==> src/hw/rtl/mvn_pkg.sv <==
// Shared types and constants of the mesh vertex normal generator.
package mvn_pkg;

	localparam int INDEX_W = 10;
	localparam int POS_W   = 16;
	localparam int SUM_W   = 48;
	localparam int NORM_W  = 16;
	localparam int MAX_DEPTH = 1 << INDEX_W;

	localparam logic [1:0] OP_WRITE = 2'd0;
	localparam logic [1:0] OP_TRI   = 2'd1;
	localparam logic [1:0] OP_READ  = 2'd2;
	localparam logic [1:0] OP_NONE  = 2'd3;

	typedef struct packed {
		logic [1:0]               op;
		logic [INDEX_W-1:0]       vertex_index;
		logic [INDEX_W-1:0]       corner_b;
		logic [INDEX_W-1:0]       corner_c;
		logic signed [POS_W-1:0]  pos_x;
		logic signed [POS_W-1:0]  pos_y;
		logic signed [POS_W-1:0]  pos_z;
	} in_t;

	typedef struct packed {
		logic signed [NORM_W-1:0] norm_x;
		logic signed [NORM_W-1:0] norm_y;
		logic signed [NORM_W-1:0] norm_z;
		logic                     degenerate;
		logic                     index_error;
	} out_t;

	typedef enum logic [2:0] {
		CMD_WRITE,
		CMD_TRI_IDX,
		CMD_TRI_FLAT,
		CMD_READ,
		CMD_ERROR
	} cmd_kind_t;

	typedef struct packed {
		cmd_kind_t                kind;
		logic [INDEX_W-1:0]       va;
		logic [INDEX_W-1:0]       vb;
		logic [INDEX_W-1:0]       vc;
		logic signed [POS_W-1:0]  pos_x;
		logic signed [POS_W-1:0]  pos_y;
		logic signed [POS_W-1:0]  pos_z;
	} cmd_t;

endpackage

==> src/hw/rtl/mvn_front.sv <==
// Front end: accepts input beats, checks indices and queues commands for the back end.
module mvn_front #(
	parameter int VERTEX_DEPTH = 1024
) (
	input  logic          clk,
	input  logic          arst_n,
	input  logic          push,
	output logic          full,
	input  mvn_pkg::in_t  item,
	input  logic          use_indices,
	input  logic          clearing,
	output logic          cmd_valid,
	output mvn_pkg::cmd_t cmd,
	input  logic          cmd_take
);
	import mvn_pkg::*;

	localparam logic [16:0] LIMIT = 17'(VERTEX_DEPTH);

	cmd_t       slot_q [2];
	logic       wr_ptr_q;
	logic       rd_ptr_q;
	logic [1:0] count_q;
	cmd_t       cmd_new;
	logic       keep;
	logic       accept;
	logic       enq;
	logic       deq;
	logic       bad_a;
	logic       bad_b;
	logic       bad_c;
	logic       bad_flat;

	assign bad_a    = 17'(item.vertex_index) >= LIMIT;
	assign bad_b    = 17'(item.corner_b) >= LIMIT;
	assign bad_c    = 17'(item.corner_c) >= LIMIT;
	assign bad_flat = (17'(item.vertex_index) + 17'd2) >= LIMIT;

	always_comb begin
		cmd_new.va    = item.vertex_index;
		cmd_new.vb    = item.corner_b;
		cmd_new.vc    = item.corner_c;
		cmd_new.pos_x = item.pos_x;
		cmd_new.pos_y = item.pos_y;
		cmd_new.pos_z = item.pos_z;
		cmd_new.kind  = CMD_ERROR;
		keep          = 1'b1;
		unique case (item.op)
			OP_WRITE: begin
				cmd_new.kind = bad_a ? CMD_ERROR : CMD_WRITE;
			end
			OP_TRI: begin
				if (use_indices) begin
					cmd_new.kind = (bad_a || bad_b || bad_c) ? CMD_ERROR : CMD_TRI_IDX;
				end else begin
					cmd_new.kind = bad_flat ? CMD_ERROR : CMD_TRI_FLAT;
					cmd_new.vb   = item.vertex_index + INDEX_W'(1);
					cmd_new.vc   = item.vertex_index + INDEX_W'(2);
				end
			end
			OP_READ: begin
				cmd_new.kind = bad_a ? CMD_ERROR : CMD_READ;
			end
			OP_NONE: begin
				keep = 1'b0;
			end
		endcase
	end

	assign full      = (count_q == 2'd2) || clearing;
	assign accept    = push && !full;
	assign enq       = accept && keep;
	assign cmd_valid = count_q != 2'd0;
	assign cmd       = slot_q[rd_ptr_q];
	assign deq       = cmd_take && cmd_valid;

	always_ff @(posedge clk) begin
		if (enq) begin
			slot_q[wr_ptr_q] <= cmd_new;
		end
	end

	always_ff @(posedge clk or negedge arst_n) begin
		if (!arst_n) begin
			wr_ptr_q <= 1'b0;
			rd_ptr_q <= 1'b0;
			count_q  <= 2'd0;
		end else begin
			if (enq) begin
				wr_ptr_q <= !wr_ptr_q;
			end
			if (deq) begin
				rd_ptr_q <= !rd_ptr_q;
			end
			count_q <= count_q + 2'(enq) - 2'(deq);
		end
	end

endmodule

==> config.mk <==
export PLATFORM = sky130hd
export DESIGN_NAME = mvn_front
export DESIGN_NICKNAME = d
export VERILOG_FILES = /design/src/hw/rtl/mvn_pkg.sv /design/src/hw/rtl/mvn_front.sv
export SDC_FILE = /design/constraint.sdc
export NUM_CORES = 1
export LEC_CHECK = 0
export BUFFER_PORTS_ARGS = -buffer_cell sky130_fd_sc_hd__buf_2
export CAP_MARGIN = 20
export CORE_UTILIZATION = 57
export DETAILED_ROUTE_END_ITERATION = 8
export PLACE_DENSITY = 0.85
export SYNTH_ARGS = -nofsm -noshare
export SYNTH_HDL_FRONTEND = slang
export SYNTH_SLANG_ARGS = --single-unit
==> constraint.sdc <==
create_clock -name clk -period 10.6 [get_ports clk]
set_clock_uncertainty 0.2 [all_clocks]
set_input_delay 1.59 -clock clk [delete_from_list [all_inputs] [get_ports clk]]
set_output_delay 1.59 -clock clk [all_outputs]
set_load 0.02 [all_outputs]
==> results of run 1 <==
==> where the power goes <==
part | switching, mW | internal [mW]
registers | 0.0252 | 0.801
clock network | 0.247 | 0.397
logic | 0.334 | 0.234
==> layout make-up <==
cell class | instances | area [um2] | area share [%]
clock inverters | 15 | 203 | 2.47
repair buffers | 171 | 883 | 10.8
well taps | 140 | 175 | 2.13
flip-flops and latches | 166 | 4970 | 60.6
clock buffers | 17 | 425 | 5.18
inverters | 3 | 11.3 | 0.137
multi-input cells | 184 | 1540 | 18.8
==> through the flow <==
step	std cells	instance area, um2	total power, mW	hold WS [ns]	utilization [%]
floorplan	369	6580	1.24	0.260	-
global placement	663	7550	1.39	0.279	68.4
detailed placement	663	7550	1.40	0.286	68.4
CTS	695	8180	2.04	0.295	74.1
global route	696	8210	2.12	0.340	74.4
finish	696	8210	2.04	0.294	74.4
==> cell families (layout without fill, tap and decap cells) <==
| group | count (synthesis) | in the layout |
|---|---|---|
| DFF | 166 | 166 |
| muxes | 81 | 81 |
| and+or+nand+nor | 59 | 59 |
| AOI/OAI and AO/OA | 28 | 28 |
| buffers and inverters | 19 | 206 |
| xor gates and xnor gates | 11 | 11 |
| adders and majority gates | 5 | 5 |
==> worst max-delay path, cell delays in order <==
cell,delay (ns)
buf_2,0.10
nand2b_1,0.12
buf_2,0.15
==> per-layer routing <==
metal	share of wire, %	GRT usage [%]	up-vias
met2	48	34.3	203
met4	1.1	8.57	0
li1	-	-	1780
met1	41	27.9	1849
met3	10	6.70	15
met5	0	0	-
==> layout by cell type, fill, tap and decap left out, types with 7 or more instances in the layout <==
cell,n
buf_2,168
clkbuf_16,17
mux2_2,81
nand2_1,20
nor2_1,8
a31oi_1,7
edfxtp_1,162
or3_1,7
o21ai_0,13
==> state kept, by name, summed over array words and instances (netlist names) <==
signal    cells
wr_ptr_q      1
rd_ptr_q      1
slot_q      162
count_q       2
==> worst max path at each step <==
stage	startpoint	to	slack, ns
6_report	clearing	full	6.85
5_1_grt	clearing	full	6.83
4_1_cts	rd_ptr_q	cmd[64]	6.58
3_5_place_dp	item[79]	slot_q[0][35]	6.59
3_3_place_gp	item[79]	slot_q[0][39]	6.67
2_1_floorplan	clearing	slot_q[0][0]	4.62
==> impl_metrics.json, run 1 <==
{
  "clk_latency_ns": 0.41,
  "syn2layout_area_growth_pct": 24.8,
  "r2r_slack_ns": 7.89,
  "port_buffers": 168,
  "avgSynthCellArea_um2": 17.8,
  "synth_edf_count": 162,
  "endpoint_kind": "output port",
  "r2r-start": "count_q[1]",
  "clk_pin_slew_ns": 0.06,
  "dieWidth_um": 109,
  "power.density_mw_per_mm2": 248,
  "viasPerCell": 5.53,
  "fmax_mhz": 266,
  "worst-path-max-fanout": 2,
  "dieArea_mm2": 0.0120,
  "clock-sinks": 166,
  "status": "complete, no violations",
  "worst_pin_slew_ns": 1.02,
  "tns_ns": 0,
  "synth_top_family_by_area": "multiplexers",
  "synth-xor-area-share_pct": 1.47,
  "setup_violations": 0,
  "rows": 38,
  "yosysTopAreaCellShare_pct": 74.0,
  "cts.htree.levels": 4,
  "synth_area_leaders": "edfxtp_1 74%, mux2_2 14%, dfrtp_1 1.5%",
  "ctsLongestPathBuffers": 2,
  "critPathArrivalTime_ns": 1.96,
  "synth_sequential_area_ratio_pct": 75.5,
  "place_hpwl_mm": 8.11,
  "start_util_pct": 59.6,
  "postRouteAntennaNets": 0,
  "hold_violations": 0,
  "startpoint_type": "primary input",
  "synth-compound-area-share_pct": 2.34,
  "fin_ws_ns": 6.85,
  "holdPathEnd": "count_q[1]",
  "cts_setup_buffers": 0,
  "final_max_slew_viol_count": 0,
  "drive_above_1_share_pct": 52.0,
  "synth_top_cell_by_area": "edfxtp_1",
  "hp-class": "reg2reg",
  "n_fill_cell": 686,
  "ys_ff_latch": 166,
  "maxCapViolations": 0,
  "synth_mux_area_share_pct": 13.9,
  "antenna_found_initial": 0,
  "synth_simple_gate_area_share_pct": 4.55,
  "overflow": 0,
  "synth_common_cells": "162 x edfxtp_1, 81 x mux2_2, 20 x nand2_1, 13 x o21ai_0, 12 x buf_2",
  "finalCritPeriodShare_pct": 35.4,
  "fin_crit_ns": 3.75,
  "chipHeight_um": 109,
  "leakagePower_nw": 3.07,
  "critPathKind": "in2out",
  "synth_area_mm2": 0.00658,
  "yosysMostFrequentCell": "edfxtp_1",
  "gr-usage-all-layers_pct": 21.6,
  "peakVddDrop_uv": 135,
  "holdPathStages": 1,
  "cts_hold_buf": 0,
  "pre_cts_ws_ns": 6.59,
  "place_congestion": 0.856,
  "hp-start": "count_q[1]",
  "first_iter_violations": 236,
  "synth_cell_types": 30,
  "wl_per_cell_um": 18.0,
  "cts_tree": "built",
  "synth_nets": 460,
  "grt_pass1_wl_mm": 18.7,
  "async_flop_share_pct": 2.41,
  "cts_resized": 0,
  "reg2reg_depth": 4,
  "required_ns": 8.81,
  "finalWirelength_mm": 12.5,
  "final_nets": 634,
  "synth-adder-area-share_pct": 0.951,
  "cts_buffers": 17,
  "via_count": 3847,
  "drc_errors": 0,
  "num_io_pins": 169,
  "synthCells": 369,
  "grt_max_degree": 83,
  "grt_pass1_vias": 3726,
  "yosys_warnings": 0,
  "slew_headroom_pct": 32.0,
  "r2r-end": "slot_q[0][6]",
  "drtPass1Iterations": 6,
  "rsz0062_at_grt": "false",
  "synth-main-ff-cell": "edfxtp_1",
  "core_area_mm2": 0.0110,
  "antenna-diode-count": 0,
  "clockRootBuffer": "clkbuf_16"
}
(Power assumes the default switching activity.)
==> run 2: changes to the inputs <==
--- a/config.mk
+++ b/config.mk
@@ -7,9 +7,9 @@
 export LEC_CHECK = 0
 export BUFFER_PORTS_ARGS = -buffer_cell sky130_fd_sc_hd__buf_2
 export CAP_MARGIN = 20
-export CORE_UTILIZATION = 57
+export CORE_UTILIZATION = 48
 export DETAILED_ROUTE_END_ITERATION = 8
-export PLACE_DENSITY = 0.85
+export PLACE_DENSITY = 0.76
 export SYNTH_ARGS = -nofsm -noshare
 export SYNTH_HDL_FRONTEND = slang
 export SYNTH_SLANG_ARGS = --single-unit
==> constraint.sdc (replaced) <==
create_clock -name clk -period 3.2 [get_ports clk]
set_clock_uncertainty 0.2 [all_clocks]
set_input_delay 0.48 -clock clk [delete_from_list [all_inputs] [get_ports clk]]
set_output_delay 0.48 -clock clk [all_outputs]
set_load 0.02 [all_outputs]
==> impl_metrics.json, run 2 (synthesis gave the netlist of run 1 again) <==
{
  "status": "complete, no violations",
  "n_fill_cell": 1041,
  "required_ns": 2.52,
  "chipHeight_um": 119,
  "endpoint_kind": "output port",
  "clk_latency_ns": 0.41,
  "dieArea_mm2": 0.0142,
  "num_io_pins": 169,
  "cts.htree.levels": 4,
  "fin_ws_ns": 0.492,
  "antenna_found_initial": 0,
  "start_util_pct": 49.5,
  "syn2layout_area_growth_pct": 24.6,
  "layout_common_cells": "168 x buf_2, 162 x edfxtp_1, 81 x mux2_2",
  "critPathArrivalTime_ns": 2.03,
  "postRouteAntennaNets": 0,
  "clock-sinks": 166,
  "final_common_cell": "buf_2",
  "worst_pin_slew_ns": 0.771,
  "fin_crit_ns": 2.71,
  "leakagePower_nw": 3.03,
  "drc_errors": 0,
  "finalCritPeriodShare_pct": 84.6,
  "overflow": 0,
  "worst-path-max-fanout": 36,
  "hold_violations": 0,
  "setup_violations": 0,
  "drtPass1Iterations": 4,
  "placed_cell_area_mm2": 0.00764,
  "whs_ns": 0.0537,
  "finalWirelength_mm": 12.6,
  "final_max_slew_viol_count": 0,
  "fmax_mhz": 369,
  "r2r_slack_ns": 1.12,
  "fin_area_mm2": 0.00820,
  "cts_tree": "built",
  "via_count": 3845,
  "rsz0062_at_grt": "false",
  "gr-usage-all-layers_pct": 18.6,
  "power.density_mw_per_mm2": 788,
  "pre_cts_ws_ns": 0.910,
  "rows": 42,
  "grt_max_degree": 44,
  "slew_headroom_pct": 48.6,
  "fin_util_pct": 61.6,
  "maxCapViolations": 0,
  "hp-class": "in2reg",
  "top_register": "slot_q",
  "grt_pass1_vias": 3957,
  "peakVddDrop_uv": 373,
  "ctsLongestPathBuffers": 2,
  "reg.largest.list": "slot_q (162), count_q (2)",
  "finalPower_mw": 6.46,
  "viasPerCell": 5.22,
  "grt_pass1_wl_mm": 19.8,
  "place_hpwl_mm": 8.29,
  "clockRootBuffer": "clkbuf_16",
  "drive_above_1_share_pct": 51.5,
  "antenna-diode-count": 0,
  "clk_pin_slew_ns": 0.06,
  "critPathKind": "reg2out",
  "place_congestion": 0.780,
  "wl_per_cell_um": 17.1,
  "first_iter_violations": 320,
  "core_area_mm2": 0.0133,
  "final_nets": 639,
  "port_buffers": 168,
  "cts_setup_buffers": 0,
  "cts_buffers": 17,
  "largest_reg_flops": 162,
  "dieWidth_um": 119,
  "startpoint_type": "register"
}
==> run 2: cell count changes in the layout (fill, tap and decap cells not counted), moves of 2 or more <==
| cell | delta |
|---|---|
| buf_4 | +4 |
| clkinvlp_4 | +4 |
| bufinv_16 | -3 |
| clkinv_1 | +3 |
| clkinv_4 | -2 |
==> run 2: layout make-up <==
class                      instances  area (um2)  share of cell area (%)
timing repair buffer             176         916                    11.2
inverter                           3        11.3                   0.137
sequential                       166        4970                    60.6
multi-input combinational        184        1540                    18.8
clock inverter                    14         111                    1.36
tap                              176         220                    2.69
clock buffer                      18         429                    5.24
==> run 2: worst paths after layout <==
| kind | from | endpoint | depth (start not counted) |
|---|---|---|---|
| worst max-delay path | rd_ptr_q | cmd[63] | 3 |
| worst min-delay path | item[42] | slot_q[1][42] | 1 |
| worst max register to register | count_q[1] | slot_q[0][3] | 4 |
| worst min register to register | count_q[1] | count_q[1] | 1 |
| max in group asynchronous | arst_n | rd_ptr_q | 2 |
| min in group asynchronous | arst_n | count_q[0] | 2 |
==> run 2: repair_timing <==
action	in CTS	in global routing
hold endpoints to repair	4	0
resized for setup	0	0
hold buffers	1	0
==> run 2: per-stage QoR <==
step / setup TNS, ns / instances
2_1_floorplan: -55.51 / 369
3_3_place_gp: 0 / 704
3_5_place_dp: 0 / 704
4_1_cts: 0 / 737
5_1_grt: 0 / 737
6_report: 0 / 737
==> run 2: layer usage <==
metal | part of all wire [%] | global-route usage, % | vias to the layer above | wire, um
met5 | 0 | 0 | - | 0
met4 | 0.41 | 6.88 | 0 | 51
met3 | 7.1 | 5.94 | 6 | 897
met2 | 50 | 30.6 | 156 | 6300
met1 | 42 | 23.1 | 1894 | 5320
li1 | - | - | 1789 | -
==> run 2: worst max-delay path, stage by stage, from the launching register on <==
cell	delay, ns
dfrtp_4	0.74
buf_12	0.29
mux2_2	0.38
buf_2	0.16
==> run 2: report_power, final <==
group,total [mW],switching (mW),internal [mW]
Sequential,2.80,0.148,2.65
Combinational,1.82,1.04,0.779
Clock,1.84,0.784,1.06
==> run 3: changes to the inputs <==
--- a/config.mk
+++ b/config.mk
@@ -5,11 +5,12 @@
 export SDC_FILE = /design/constraint.sdc
 export NUM_CORES = 1
 export LEC_CHECK = 0
+export ABC_AREA = 1
 export BUFFER_PORTS_ARGS = -buffer_cell sky130_fd_sc_hd__buf_2
 export CAP_MARGIN = 20
-export CORE_UTILIZATION = 48
+export CORE_UTILIZATION = 53
 export DETAILED_ROUTE_END_ITERATION = 8
-export PLACE_DENSITY = 0.76
+export PLACE_DENSITY = 0.8
 export SYNTH_ARGS = -nofsm -noshare
 export SYNTH_HDL_FRONTEND = slang
 export SYNTH_SLANG_ARGS = --single-unit
==> constraint.sdc (replaced) <==
create_clock -name clk -period 2.8 [get_ports clk]
set_clock_uncertainty 0.2 [all_clocks]
set_input_delay 0.42 -clock clk [delete_from_list [all_inputs] [get_ports clk]]
set_output_delay 0.42 -clock clk [all_outputs]
set_load 0.02 [all_outputs]
==> impl_metrics.json, run 3 <==
{
  "overflow": 0,
  "cp_common_cell": "nand2_1",
  "place_congestion": 0.926,
  "hp-class": "in2reg",
  "final_nets": 875,
  "gr-usage-all-layers_pct": 23.6,
  "worst-path-max-fanout": 47,
  "synth-main-ff-cell": "edfxtp_1",
  "synth_nets": 657,
  "synth_edf_count": 162,
  "layout_common_cells": "291 x nand2_1, 168 x buf_2, 162 x edfxtp_1",
  "drive_above_1_share_pct": 27.4,
  "finalCritPeriodShare_pct": 85.2,
  "drc_errors": 0,
  "finalPower_mw": 7.95,
  "grt_pass1_wl_mm": 22.9,
  "async_flop_share_pct": 2.41,
  "leakagePower_nw": 3.83,
  "top_register": "slot_q",
  "maxCapViolations": 0,
  "synth_area_mm2": 0.00670,
  "synthCells": 566,
  "synth_cell_types": 29,
  "cts_hold_buf": 40,
  "avgSynthCellArea_um2": 11.8,
  "first_iter_violations": 433,
  "synth_top_cell_by_area": "edfxtp_1",
  "final_max_slew_viol_count": 0,
  "fin_util_pct": 71.9,
  "yosysMostFrequentCell": "nand2_1",
  "cts.htree.levels": 4,
  "place_inst": 889,
  "start_util_pct": 55.1,
  "required_ns": 2.18,
  "port_buffers": 168,
  "syn2layout_area_growth_pct": 30.5,
  "dieWidth_um": 114,
  "clk_pin_slew_ns": 0.06,
  "fin_crit_ns": 2.38,
  "via_count": 4850,
  "clock-sinks": 166,
  "critPathKind": "reg2out",
  "cts_tree": "built",
  "viasPerCell": 5.04,
  "grt_max_degree": 82,
  "cts_resized": 0,
  "synth_common_cells": "291 x nand2_1, 162 x edfxtp_1, 19 x inv_1, 17 x nand3_1, 12 x buf_2",
  "setup_violations": 0,
  "antenna-diode-count": 0,
  "synth_area_leaders": "edfxtp_1 73%, nand2_1 16%, dfrtp_1 1.5%",
  "dieArea_mm2": 0.0131,
  "cp_slowest_cell": "dfrtp_2",
  "finalWirelength_mm": 14.8,
  "critical_path_buf_inv_count": 3,
  "ys_ff_latch": 166,
  "n_fill_cell": 820,
  "final_common_cell": "nand2_1",
  "postRouteAntennaNets": 0,
  "worst_pin_slew_ns": 0.516,
  "finalNonFillerCells": 963,
  "clockRootBuffer": "clkbuf_16",
  "tns_ns": 0,
  "cp_cell_sequence": "inv_2 > buf_4 > nand2_1 > nand2_1 > buf_2",
  "startpoint_type": "register",
  "drtPass1Iterations": 5,
  "peakVddDrop_uv": 539,
  "power.density_mw_per_mm2": 909,
  "hold_violations": 0,
  "ctsLongestPathBuffers": 2,
  "grt_pass1_vias": 4859,
  "core_area_mm2": 0.0122,
  "endpoint_kind": "output port",
  "reg.largest.list": "slot_q (162), count_q (2)",
  "yosys_warnings": 0,
  "largest_reg_flops": 162,
  "clk_latency_ns": 0.41,
  "rows": 40,
  "slew_headroom_pct": 65.6,
  "cts_buffers": 17,
  "max_stage_delay_ns": 0.43,
  "cts_setup_buffers": 0,
  "status": "complete, no violations",
  "yosysTopAreaCellShare_pct": 72.6,
  "chipHeight_um": 114,
  "wl_per_cell_um": 15.3,
  "rsz0062_at_grt": "false",
  "place_hpwl_mm": 9.38,
  "num_io_pins": 169,
  "fin_ws_ns": 0.416,
  "pre_cts_ws_ns": 0.587,
  "critPathArrivalTime_ns": 1.76,
  "fmax_mhz": 419,
  "synth_sequential_area_ratio_pct": 74.1,
  "antenna_found_initial": 0,
  "critPathTopFamily": "buffers and inverters"
}
[run 3: path summary, 6_finish.rpt]
| check | slack, ns | end | depth (start not counted) | start |
|---|---|---|---|---|
| max in group asynchronous | 2.13 | rd_ptr_q | 2 | arst_n |
| min in group asynchronous | 0.14 | count_q[1] | 2 | arst_n |
| min reg2reg | 0.32 | count_q[0] | 1 | count_q[0] |
| max reg2reg | 0.67 | slot_q[0][33] | 4 | count_q[1] |
| max | 0.42 | cmd[66] | 5 | rd_ptr_q |
| min | 0.03 | slot_q[1][13] | 1 | item[13] |
[run 3: through the flow]
stage	cell area, um2	hold WS, ns
after global routing	8750	0.00356
after floorplan	6710	-0.0756
final	8750	0.0255
after CTS	8710	0.000980
after detailed placement	7760	0.0278
after global placement	7760	0.0268
[run 3: logic make-up (layout without fill, tap and decap cells)]
kind of cell	Yosys count	in the layout	share of synthesized area, %
AND/OR/NAND/NOR	325	325	19.3
flip-flops	166	166	74.1
buffers and inverters	42	271	2.76
AO/OA/AOI/OAI	17	17	1.47
XOR/XNOR	11	11	1.44
adder cells (fa/ha/maj)	5	5	0.933
[run 3: layout make-up]
type	count	area (um2)	share of cell area [%]
Inverter	22	85.1	0.973
Clock buffer	20	437	4.99
Sequential cell	166	4970	56.8
Tap cell	168	210	2.40
Timing Repair Buffer	219	1370	15.7
Multi-Input combinational cell	358	1570	17.9
Clock inverter	10	108	1.23
[run 3: power breakdown]
part / total (mW) / internal, mW / leakage (nW) / switching, mW
logic: 2.70 / 0.803 / 2.04 / 1.90
registers: 3.11 / 3.03 / 1.52 / 0.0782
clock network: 2.15 / 1.29 / 0.265 / 0.854
total: 7.95 / 5.12 / 3.83 / 2.83
[run 3: routing by layer]
layer / share of wire (%) / global-route usage [%]
met5: 0 / 0
met4: 1.3 / 8.74
met3: 8.5 / 7.25
met2: 49 / 39.3
met1: 41 / 29.3
